$ cat config.mk
export PLATFORM = sky130hd
export DESIGN_NAME = bounded_monotonic_deque
export DESIGN_NICKNAME = d
export VERILOG_FILES = /design/src/design/bmd_pkg.sv /design/src/design/bmd_ram.sv /design/src/design/bounded_monotonic_deque.sv
export SDC_FILE = /design/constraint.sdc
export NUM_CORES = 2
export LEC_CHECK = 0
export BUFFER_PORTS_ARGS = -buffer_cell sky130_fd_sc_hd__buf_2
export CORE_MARGIN = 8
export CORE_UTILIZATION = 50
export DETAILED_ROUTE_END_ITERATION = 10
export PLACE_DENSITY = 0.65
export SYNTH_ARGS = -nofsm -noshare
export SYNTH_HDL_FRONTEND = slang
export SYNTH_SLANG_ARGS = --single-unit
$ cat constraint.sdc
create_clock -name clk -period 6.6 [get_ports clk]
set_input_delay 0.66 -clock clk [delete_from_list [all_inputs] [get_ports clk]]
set_output_delay 0.66 -clock clk [all_outputs]
set_load 0.05 [all_outputs]
$ cat src/design/bmd_pkg.sv
`default_nettype none

package bmd_pkg;

	// storage geometry
	localparam int DEPTH       = 32;
	localparam int MAX_RESULTS = 32;
	localparam int CAP_LIM     = (DEPTH < MAX_RESULTS) ? DEPTH : MAX_RESULTS;
	localparam int PTR_W       = (DEPTH > 1) ? $clog2(DEPTH) : 1;
	localparam int CNT_W       = $clog2(DEPTH + 1);
	localparam int CAP_W       = 6;
	localparam int VAL_W       = 32;
	localparam int RND_W       = 32;
	localparam int ENT_W       = VAL_W + RND_W;

	typedef enum logic {
		CMD_PUSH  = 1'b0,
		CMD_DRAIN = 1'b1
	} cmd_t;

	typedef enum logic [1:0] {
		CAUSE_BEATEN  = 2'd0,
		CAUSE_EVICTED = 2'd1,
		CAUSE_DRAINED = 2'd2
	} cause_t;

	typedef struct packed {
		cmd_t              cmd;
		logic [VAL_W-1:0]  value;
	} item_t;

	typedef struct packed {
		logic [RND_W-1:0]  removed_round;
		cause_t            cause;
		logic              last;
	} result_t;

	typedef enum logic [2:0] {
		ST_IDLE,
		ST_READ,
		ST_EVAL,
		ST_WRITE,
		ST_FLUSH
	} state_t;

	// clamp a written capacity into 1 .. CAP_LIM
	function automatic logic [CNT_W-1:0] eff_cap(input logic [CAP_W-1:0] c);
		logic [CNT_W-1:0] r;
		if (c == '0) begin
			r = CNT_W'(1);
		end else if (c > CAP_W'(CAP_LIM)) begin
			r = CNT_W'(CAP_LIM);
		end else begin
			r = CNT_W'(c);
		end
		return r;
	endfunction

endpackage

`default_nettype wire

$ cat src/design/bmd_ram.sv
`default_nettype none

module bmd_ram #(
	parameter int WIDTH = 64,
	parameter int DEPTH = 32
) (
	input  wire logic                                      clk,
	input  wire logic                                      wr_en,
	input  wire logic [((DEPTH > 1) ? $clog2(DEPTH) : 1)-1:0] wr_addr,
	input  wire logic [WIDTH-1:0]                          wr_data,
	input  wire logic                                      rd_en,
	input  wire logic [((DEPTH > 1) ? $clog2(DEPTH) : 1)-1:0] rd_addr,
	output logic      [WIDTH-1:0]                          rd_data
);

	logic [WIDTH-1:0] mem_q [DEPTH];

	// one write port, one registered read port
	always_ff @(posedge clk) begin
		if (wr_en) begin
			mem_q[wr_addr] <= wr_data;
		end
		if (rd_en) begin
			rd_data <= mem_q[rd_addr];
		end
	end

endmodule

`default_nettype wire

$ cat src/design/bounded_monotonic_deque.sv
`default_nettype none

// Bounded monotonic deque. A push (cmd 0) removes from the rear every entry
// whose value is strictly below the new value, reporting each entry's arrival
// round with cause 0; if none was removed and the deque holds capacity entries,
// the oldest entry is evicted from the front with cause 1. The new value is then
// appended with the current round and the round counter advances (starting at 1,
// wrapping at 2^32). A drain (cmd 1) reports every entry rear to front with
// cause 2, empties the deque and restarts the round count at 1. The final result
// of each item carries last = 1; an item may produce no result at all. Writing
// capacity (clamped to 1..32) empties the deque and restarts the round count.
// Entries live in a single-port-read RAM, and each entry examined passes
// through a read state and an evaluate state. A push reads the entries
// removed, plus the one that stops the scan, plus the evicted one, and a drain
// reads every entry; item_stall is high while an item is being processed,
// and also while a capacity write is offered, so that write goes first.
// Results leave through an output register, so a stalled result only holds the
// sequencer when a second result is ready behind it.
module bounded_monotonic_deque (
	input  wire logic                     clk,
	input  wire logic                     arst_n,
	input  wire logic                     item_valid,
	output logic                          item_stall,
	input  wire bmd_pkg::item_t           item,
	output logic                          result_valid,
	input  wire logic                     result_stall,
	output bmd_pkg::result_t              result,
	input  wire logic                     cfg_valid,
	output logic                          cfg_ready,
	input  wire logic [bmd_pkg::CAP_W-1:0] cfg_data
);

	import bmd_pkg::*;

	state_t             state_q, state_nx;
	logic [CNT_W-1:0]   cap_q;
	logic [PTR_W-1:0]   front_q, rear_q;
	logic [CNT_W-1:0]   count_q;
	logic [RND_W-1:0]   round_q;
	cmd_t               cmd_q;
	logic [VAL_W-1:0]   val_q;
	logic               any_q, evict_q;

	logic               pend_valid_q;
	logic [RND_W-1:0]   pend_round_q;
	cause_t             pend_cause_q;

	logic               result_valid_q;
	result_t            result_q;

	logic               ram_rd_en, ram_wr_en;
	logic [PTR_W-1:0]   ram_rd_addr;
	logic [ENT_W-1:0]   ram_rd_data;

	logic [PTR_W-1:0]   cap_m1, rear_inc, rear_dec, front_inc;
	logic [VAL_W-1:0]   ent_value;
	logic [RND_W-1:0]   ent_round;
	logic               item_acc, cfg_acc, out_free, slot_ok;
	logic               hit, produce, more, last_one;
	cause_t             ent_cause;
	logic               flush_load, out_load;
	logic [CNT_W-1:0]   cfg_cap;

	// ring arithmetic over the effective capacity
	assign cap_m1    = PTR_W'(cap_q - CNT_W'(1));
	assign rear_inc  = (rear_q == cap_m1) ? '0 : rear_q + PTR_W'(1);
	assign rear_dec  = (rear_q == '0) ? cap_m1 : rear_q - PTR_W'(1);
	assign front_inc = (front_q == cap_m1) ? '0 : front_q + PTR_W'(1);
	assign cfg_cap   = eff_cap(cfg_data);

	assign ent_value = ram_rd_data[ENT_W-1:RND_W];
	assign ent_round = ram_rd_data[RND_W-1:0];

	assign item_acc = item_valid && !item_stall;
	assign cfg_acc  = cfg_valid && cfg_ready;
	assign out_free = !result_valid_q || !result_stall;
	assign slot_ok  = !pend_valid_q || out_free;

	// entry evaluation
	assign hit      = (cmd_q == CMD_DRAIN) || evict_q || (ent_value < val_q);
	assign produce  = (state_q == ST_EVAL) && hit && slot_ok;
	assign last_one = (count_q == CNT_W'(1));
	assign more     = !last_one;

	always_comb begin
		priority if (cmd_q == CMD_DRAIN) begin
			ent_cause = CAUSE_DRAINED;
		end else if (evict_q) begin
			ent_cause = CAUSE_EVICTED;
		end else begin
			ent_cause = CAUSE_BEATEN;
		end
	end

	assign flush_load = (state_q == ST_FLUSH) && pend_valid_q && out_free;
	assign out_load   = (produce && pend_valid_q) || flush_load;

	// next state
	always_comb begin
		state_nx = state_q;
		unique case (state_q)
			ST_IDLE: begin
				if (item_acc && !cfg_acc) begin
					if (count_q != '0) begin
						state_nx = ST_READ;
					end else if (item.cmd == CMD_DRAIN) begin
						state_nx = ST_FLUSH;
					end else begin
						state_nx = ST_WRITE;
					end
				end
			end
			ST_READ: begin
				state_nx = ST_EVAL;
			end
			ST_EVAL: begin
				if (!hit) begin
					if (!any_q && count_q == cap_q) begin
						state_nx = ST_READ;
					end else begin
						state_nx = ST_WRITE;
					end
				end else if (slot_ok) begin
					if (evict_q) begin
						state_nx = ST_WRITE;
					end else if (more) begin
						state_nx = ST_READ;
					end else if (cmd_q == CMD_DRAIN) begin
						state_nx = ST_FLUSH;
					end else begin
						state_nx = ST_WRITE;
					end
				end
			end
			ST_WRITE: begin
				state_nx = ST_FLUSH;
			end
			ST_FLUSH: begin
				if (!pend_valid_q || out_free) begin
					state_nx = ST_IDLE;
				end
			end
			default: begin
				state_nx = ST_IDLE;
			end
		endcase
	end

	// control outputs
	always_comb begin
		item_stall  = (state_q != ST_IDLE) || cfg_valid;
		cfg_ready   = (state_q == ST_IDLE);
		ram_rd_en   = (state_q == ST_READ);
		ram_rd_addr = evict_q ? front_q : rear_q;
		ram_wr_en   = (state_q == ST_WRITE);
	end

	bmd_ram #(
		.WIDTH(ENT_W),
		.DEPTH(DEPTH)
	) u_ram (
		.clk     (clk),
		.wr_en   (ram_wr_en),
		.wr_addr (rear_inc),
		.wr_data ({val_q, round_q}),
		.rd_en   (ram_rd_en),
		.rd_addr (ram_rd_addr),
		.rd_data (ram_rd_data)
	);

	// sequencer and deque state
	always_ff @(posedge clk or negedge arst_n) begin
		if (!arst_n) begin
			state_q      <= ST_IDLE;
			cap_q        <= CNT_W'(CAP_LIM);
			front_q      <= '0;
			rear_q       <= PTR_W'(CAP_LIM - 1);
			count_q      <= '0;
			round_q      <= RND_W'(1);
			cmd_q        <= CMD_PUSH;
			any_q        <= 1'b0;
			evict_q      <= 1'b0;
			pend_valid_q <= 1'b0;
		end else begin
			state_q <= state_nx;
			priority if (cfg_acc) begin
				cap_q   <= cfg_cap;
				front_q <= '0;
				rear_q  <= PTR_W'(cfg_cap - CNT_W'(1));
				count_q <= '0;
				round_q <= RND_W'(1);
			end else if (item_acc) begin
				cmd_q   <= item.cmd;
				any_q   <= 1'b0;
				evict_q <= 1'b0;
				if (item.cmd == CMD_DRAIN) begin
					round_q <= RND_W'(1);
				end
			end else if (state_q == ST_EVAL) begin
				if (!hit && !any_q && count_q == cap_q) begin
					evict_q <= 1'b1;
				end
				if (produce) begin
					pend_valid_q <= 1'b1;
					count_q      <= count_q - CNT_W'(1);
					if (evict_q) begin
						front_q <= front_inc;
						evict_q <= 1'b0;
					end else begin
						rear_q <= rear_dec;
						any_q  <= 1'b1;
					end
				end
			end else if (state_q == ST_WRITE) begin
				rear_q  <= rear_inc;
				count_q <= count_q + CNT_W'(1);
				round_q <= round_q + RND_W'(1);
			end else if (flush_load) begin
				pend_valid_q <= 1'b0;
			end
		end
	end

	// payload registers
	always_ff @(posedge clk) begin
		if (item_acc) begin
			val_q <= item.value;
		end
		if (produce) begin
			pend_round_q <= ent_round;
			pend_cause_q <= ent_cause;
		end
	end

	// output register
	always_ff @(posedge clk or negedge arst_n) begin
		if (!arst_n) begin
			result_valid_q <= 1'b0;
		end else if (out_load) begin
			result_valid_q <= 1'b1;
		end else if (!result_stall) begin
			result_valid_q <= 1'b0;
		end
	end

	always_ff @(posedge clk) begin
		if (out_load) begin
			result_q.removed_round <= pend_round_q;
			result_q.cause         <= pend_cause_q;
			result_q.last          <= flush_load;
		end
	end

	assign result_valid = result_valid_q;
	assign result       = result_q;

endmodule

`default_nettype wire

==> flow_metrics.tcl <==
set metrics [dict create \
    synth_area_leader_cell "edfxtp_1" \
    crit_path_end_kind "flip-flop" \
    syn_area_per_cell_um2 19.52 \
    path_clk_slew_ns 0.06 \
    grt_max_degree 136 \
    cp_cell_sequence "inv_1, ha_1, nand4_1, nor3_1, a22o_1, or3_1, o31ai_4, nand2_1, a21oi_4, buf_4" \
    core-area_um2 175300 \
    final_area_um2 99610 \
    arrival_ns 5.31 \
    p_per_area_nw_per_um2 417.9 \
    hold_viol_final 0 \
    yosys.area_share.adder_pct 0.5693 \
    cpPeakStageDelay_ns 0.97 \
    cts_repair_resize_count 0 \
    clock_sinks 2275 \
    rr_worst_depth 10 \
    fp.dieW_um 435.3 \
    via_per_inst 6.118 \
    htree_num_levels 4 \
    dieArea_um2 189500 \
    max_slew_margin_pct 13.67 \
    area_growth_pct 13.31 \
    worstPathRequired_ns 7.13 \
    die_y_um 435.3 \
    post_dp_cell_area_um2 92050 \
    synth-simple-area-share_pct 5.677 \
    cts_tree "built" \
    p_total_mw 41.63 \
    synthArstFlopShare_pct 2.725 \
    wl_um 217000 \
    vias 44460 \
    holdBufCountCts 30 \
    setup_viol 0 \
    yosys.area.top_type_share_pct 75.59 \
    drtAntennaViolNets 0 \
    ff2ff_setup_slack_ns 1.82 \
    crit_end "result[6]$_DFFE_PP_" \
    synth.most_common_cell "edfxtp_1" \
    wl_per_cell_um 29.87 \
    dr.first_iter.drc_count 4912 \
    slew_viol_final 0 \
    gp_congestion 0.7828 \
    worstReg2RegStart "val_q[29]$_DFFE_PP_" \
    rsz0062_at_grt "false" \
    initial_core_util_pct 50.14 \
    synth_edf_count 2213 \
    fin_crit_ns 4.777 \
    postSynthCellCount 4504 \
    synth_common_cells "edfxtp_1, nand2_1, mux4_2, nand3_1, clkbuf_1" \
    peakVddDrop_mv 0.4579 \
    rows 154 \
    tightest_slew_ns 1.290 \
    yosysWarnings 0 \
    drc 0 \
    grt_pass1_vias 45230 \
    fin_ws_ns 1.823 \
    antenna_found_initial 7 \
    clk_latency_ns 0.87 \
    drv_cap 0 \
    ys.flop_type "edfxtp_1" \
    critPathMaxFanout 33 \
    drive_above_1_share_pct 22.22 \
    slowest_stage "edfxtp_1" \
    synth_compound_area_share_pct 1.419 \
    dp_hpwl_um 107500 \
    tns_ns 0 \
    min_path_type "in2reg" \
    overflow 0 \
    syn-num-nets 4588 \
    post_cts_buffers 0 \
    synth_area_leaders "edfxtp_1, mux4_2, nand2_1" \
    fin_nets 4817 \
    synth_area_um2 87910 \
    yosysUniqueCellTypes 68 \
    worst_clock_skew_ns 0.04086 \
    portBuffers 81 \
    clock_path_buffers 3 \
    power_leakage_nw 33.39 \
    synthMuxAreaShare_pct 13.27 \
    dp_slack_ns 1.894 \
    min_period_over_period_pct 72.38 \
    synth_top_family_by_area "multiplexers" \
    max_freq_ghz 0.2093 \
    drtPass1Iterations 5 \
    track_usage_pct 22.55 \
    cp-startpoint "val_q[29]$_DFFE_PP_" \
    yosysSeqAreaShare_pct 77.37 \
    start_kind "flip-flop" \
    r2r_end "result[6]$_DFFE_PP_" \
    ys_ff_latch 2275 \
    synthXorXnorAreaFrac_pct 0.3786 \
    worstSetupPathType "reg2reg" \
    status "completed" \
    cts_buffers 221 \
    ios 82 \
    root_buffer "clkbuf_16" \
    grt_pass1_wl_um 314800 \
]
## layout make-up
class                   count  area, um^2
diodes                      3       7.507
inverters                  47       176.4
flip-flops and latches   2275       68010
clock buffers             275        5773
well taps                2340        2928
repair buffers            238        2150
multi-input cells        1950       19090
fillers                 13050       75730
clock inverters           138        1476
## power breakdown
part / switching [mW] / internal, mW / leakage [nW] / total (mW)
Clock: 5.41 / 7.17 / 3.52 / 12.6
Combinational: 6.87 / 4.93 / 8.02 / 11.8
Sequential: 0.514 / 16.7 / 21.8 / 17.3
## kinds of logic after synthesis
kind of cell               Yosys count
DFF                               2275
and+or+nand+nor                   1144
muxes                              525
buffers and inverters              279
AOI/OAI and AO/OA                  203
adders and majority gates           40
xor gates and xnor gates            38
## registers in the layout, summed over array words and instances (netlist names), 6 cells and up
register       count
count_q            6
u_ram.rd_data     64
cap_q              6
pend_round_q      32
result            35
round_q           32
val_q             32
u_ram.mem_q     2048
## stage by stage
| stage | hold slack (ns) | utilization (%) | instances |
|---|---|---|---|
| after floorplan | 0.3644 | - | 4504 |
| after global placement | 0.4007 | 52.50 | 6820 |
| after detailed placement | 0.4045 | 52.50 | 6820 |
| after CTS | 0.002122 | 56.81 | 7263 |
| after global routing | 0.01389 | 56.81 | 7265 |
| final | 0.05460 | 56.81 | 7266 |
## layout by cell type, fill, tap and decap left out, types with 40 or more instances in the layout
cell,count
clkbuf_1,50
nor2_1,51
clkbuf_16,221
buf_2,80
nand2_1,633
o21ai_0,103
inv_1,45
clkinv_1,54
edfxtp_1,2213
nand3_1,338
mux4_2,512
ha_1,40
dfrtp_1,55
buf_4,89
## worst min path at each step
stage / cells past startpoint / slack [ns] / end / start
global placement: 0 / 0.40 / result[24]$_DFFE_PP_ / pend_round_q[21]$_DFFE_PP_
floorplan: 0 / 0.36 / any_q$_DFFE_PN0P_ / arst_n
global route: 1 / 0.01 / val_q[11]$_DFFE_PP_ / item[11]
CTS: 1 / 0.002 / val_q[30]$_DFFE_PP_ / item[30]
finish: 1 / 0.05 / val_q[30]$_DFFE_PP_ / item[30]
detailed placement: 0 / 0.40 / result[14]$_DFFE_PP_ / pend_round_q[11]$_DFFE_PP_
## metal layers
metal | up-vias | global-route usage (%) | part of all wire, %
met5 | - | 0 | 0
met4 | 0 | 6.606 | 2.8
met3 | 344 | 3.517 | 7.0
met2 | 1808 | 37.32 | 49
met1 | 23760 | 31.42 | 41
li1 | 18540 | - | -
## critical path, delay by kind of cell, from the launching register on
| kind | cells | cell delay [ns] |
|---|---|---|
| compound gates | 3 | 1.45 |
| fa+ha+maj | 1 | 0.34 |
| buf+inv | 2 | 0.56 |
| flops | 1 | 0.97 |
| simple gates | 4 | 1.07 |
(Power assumes the default switching activity.)
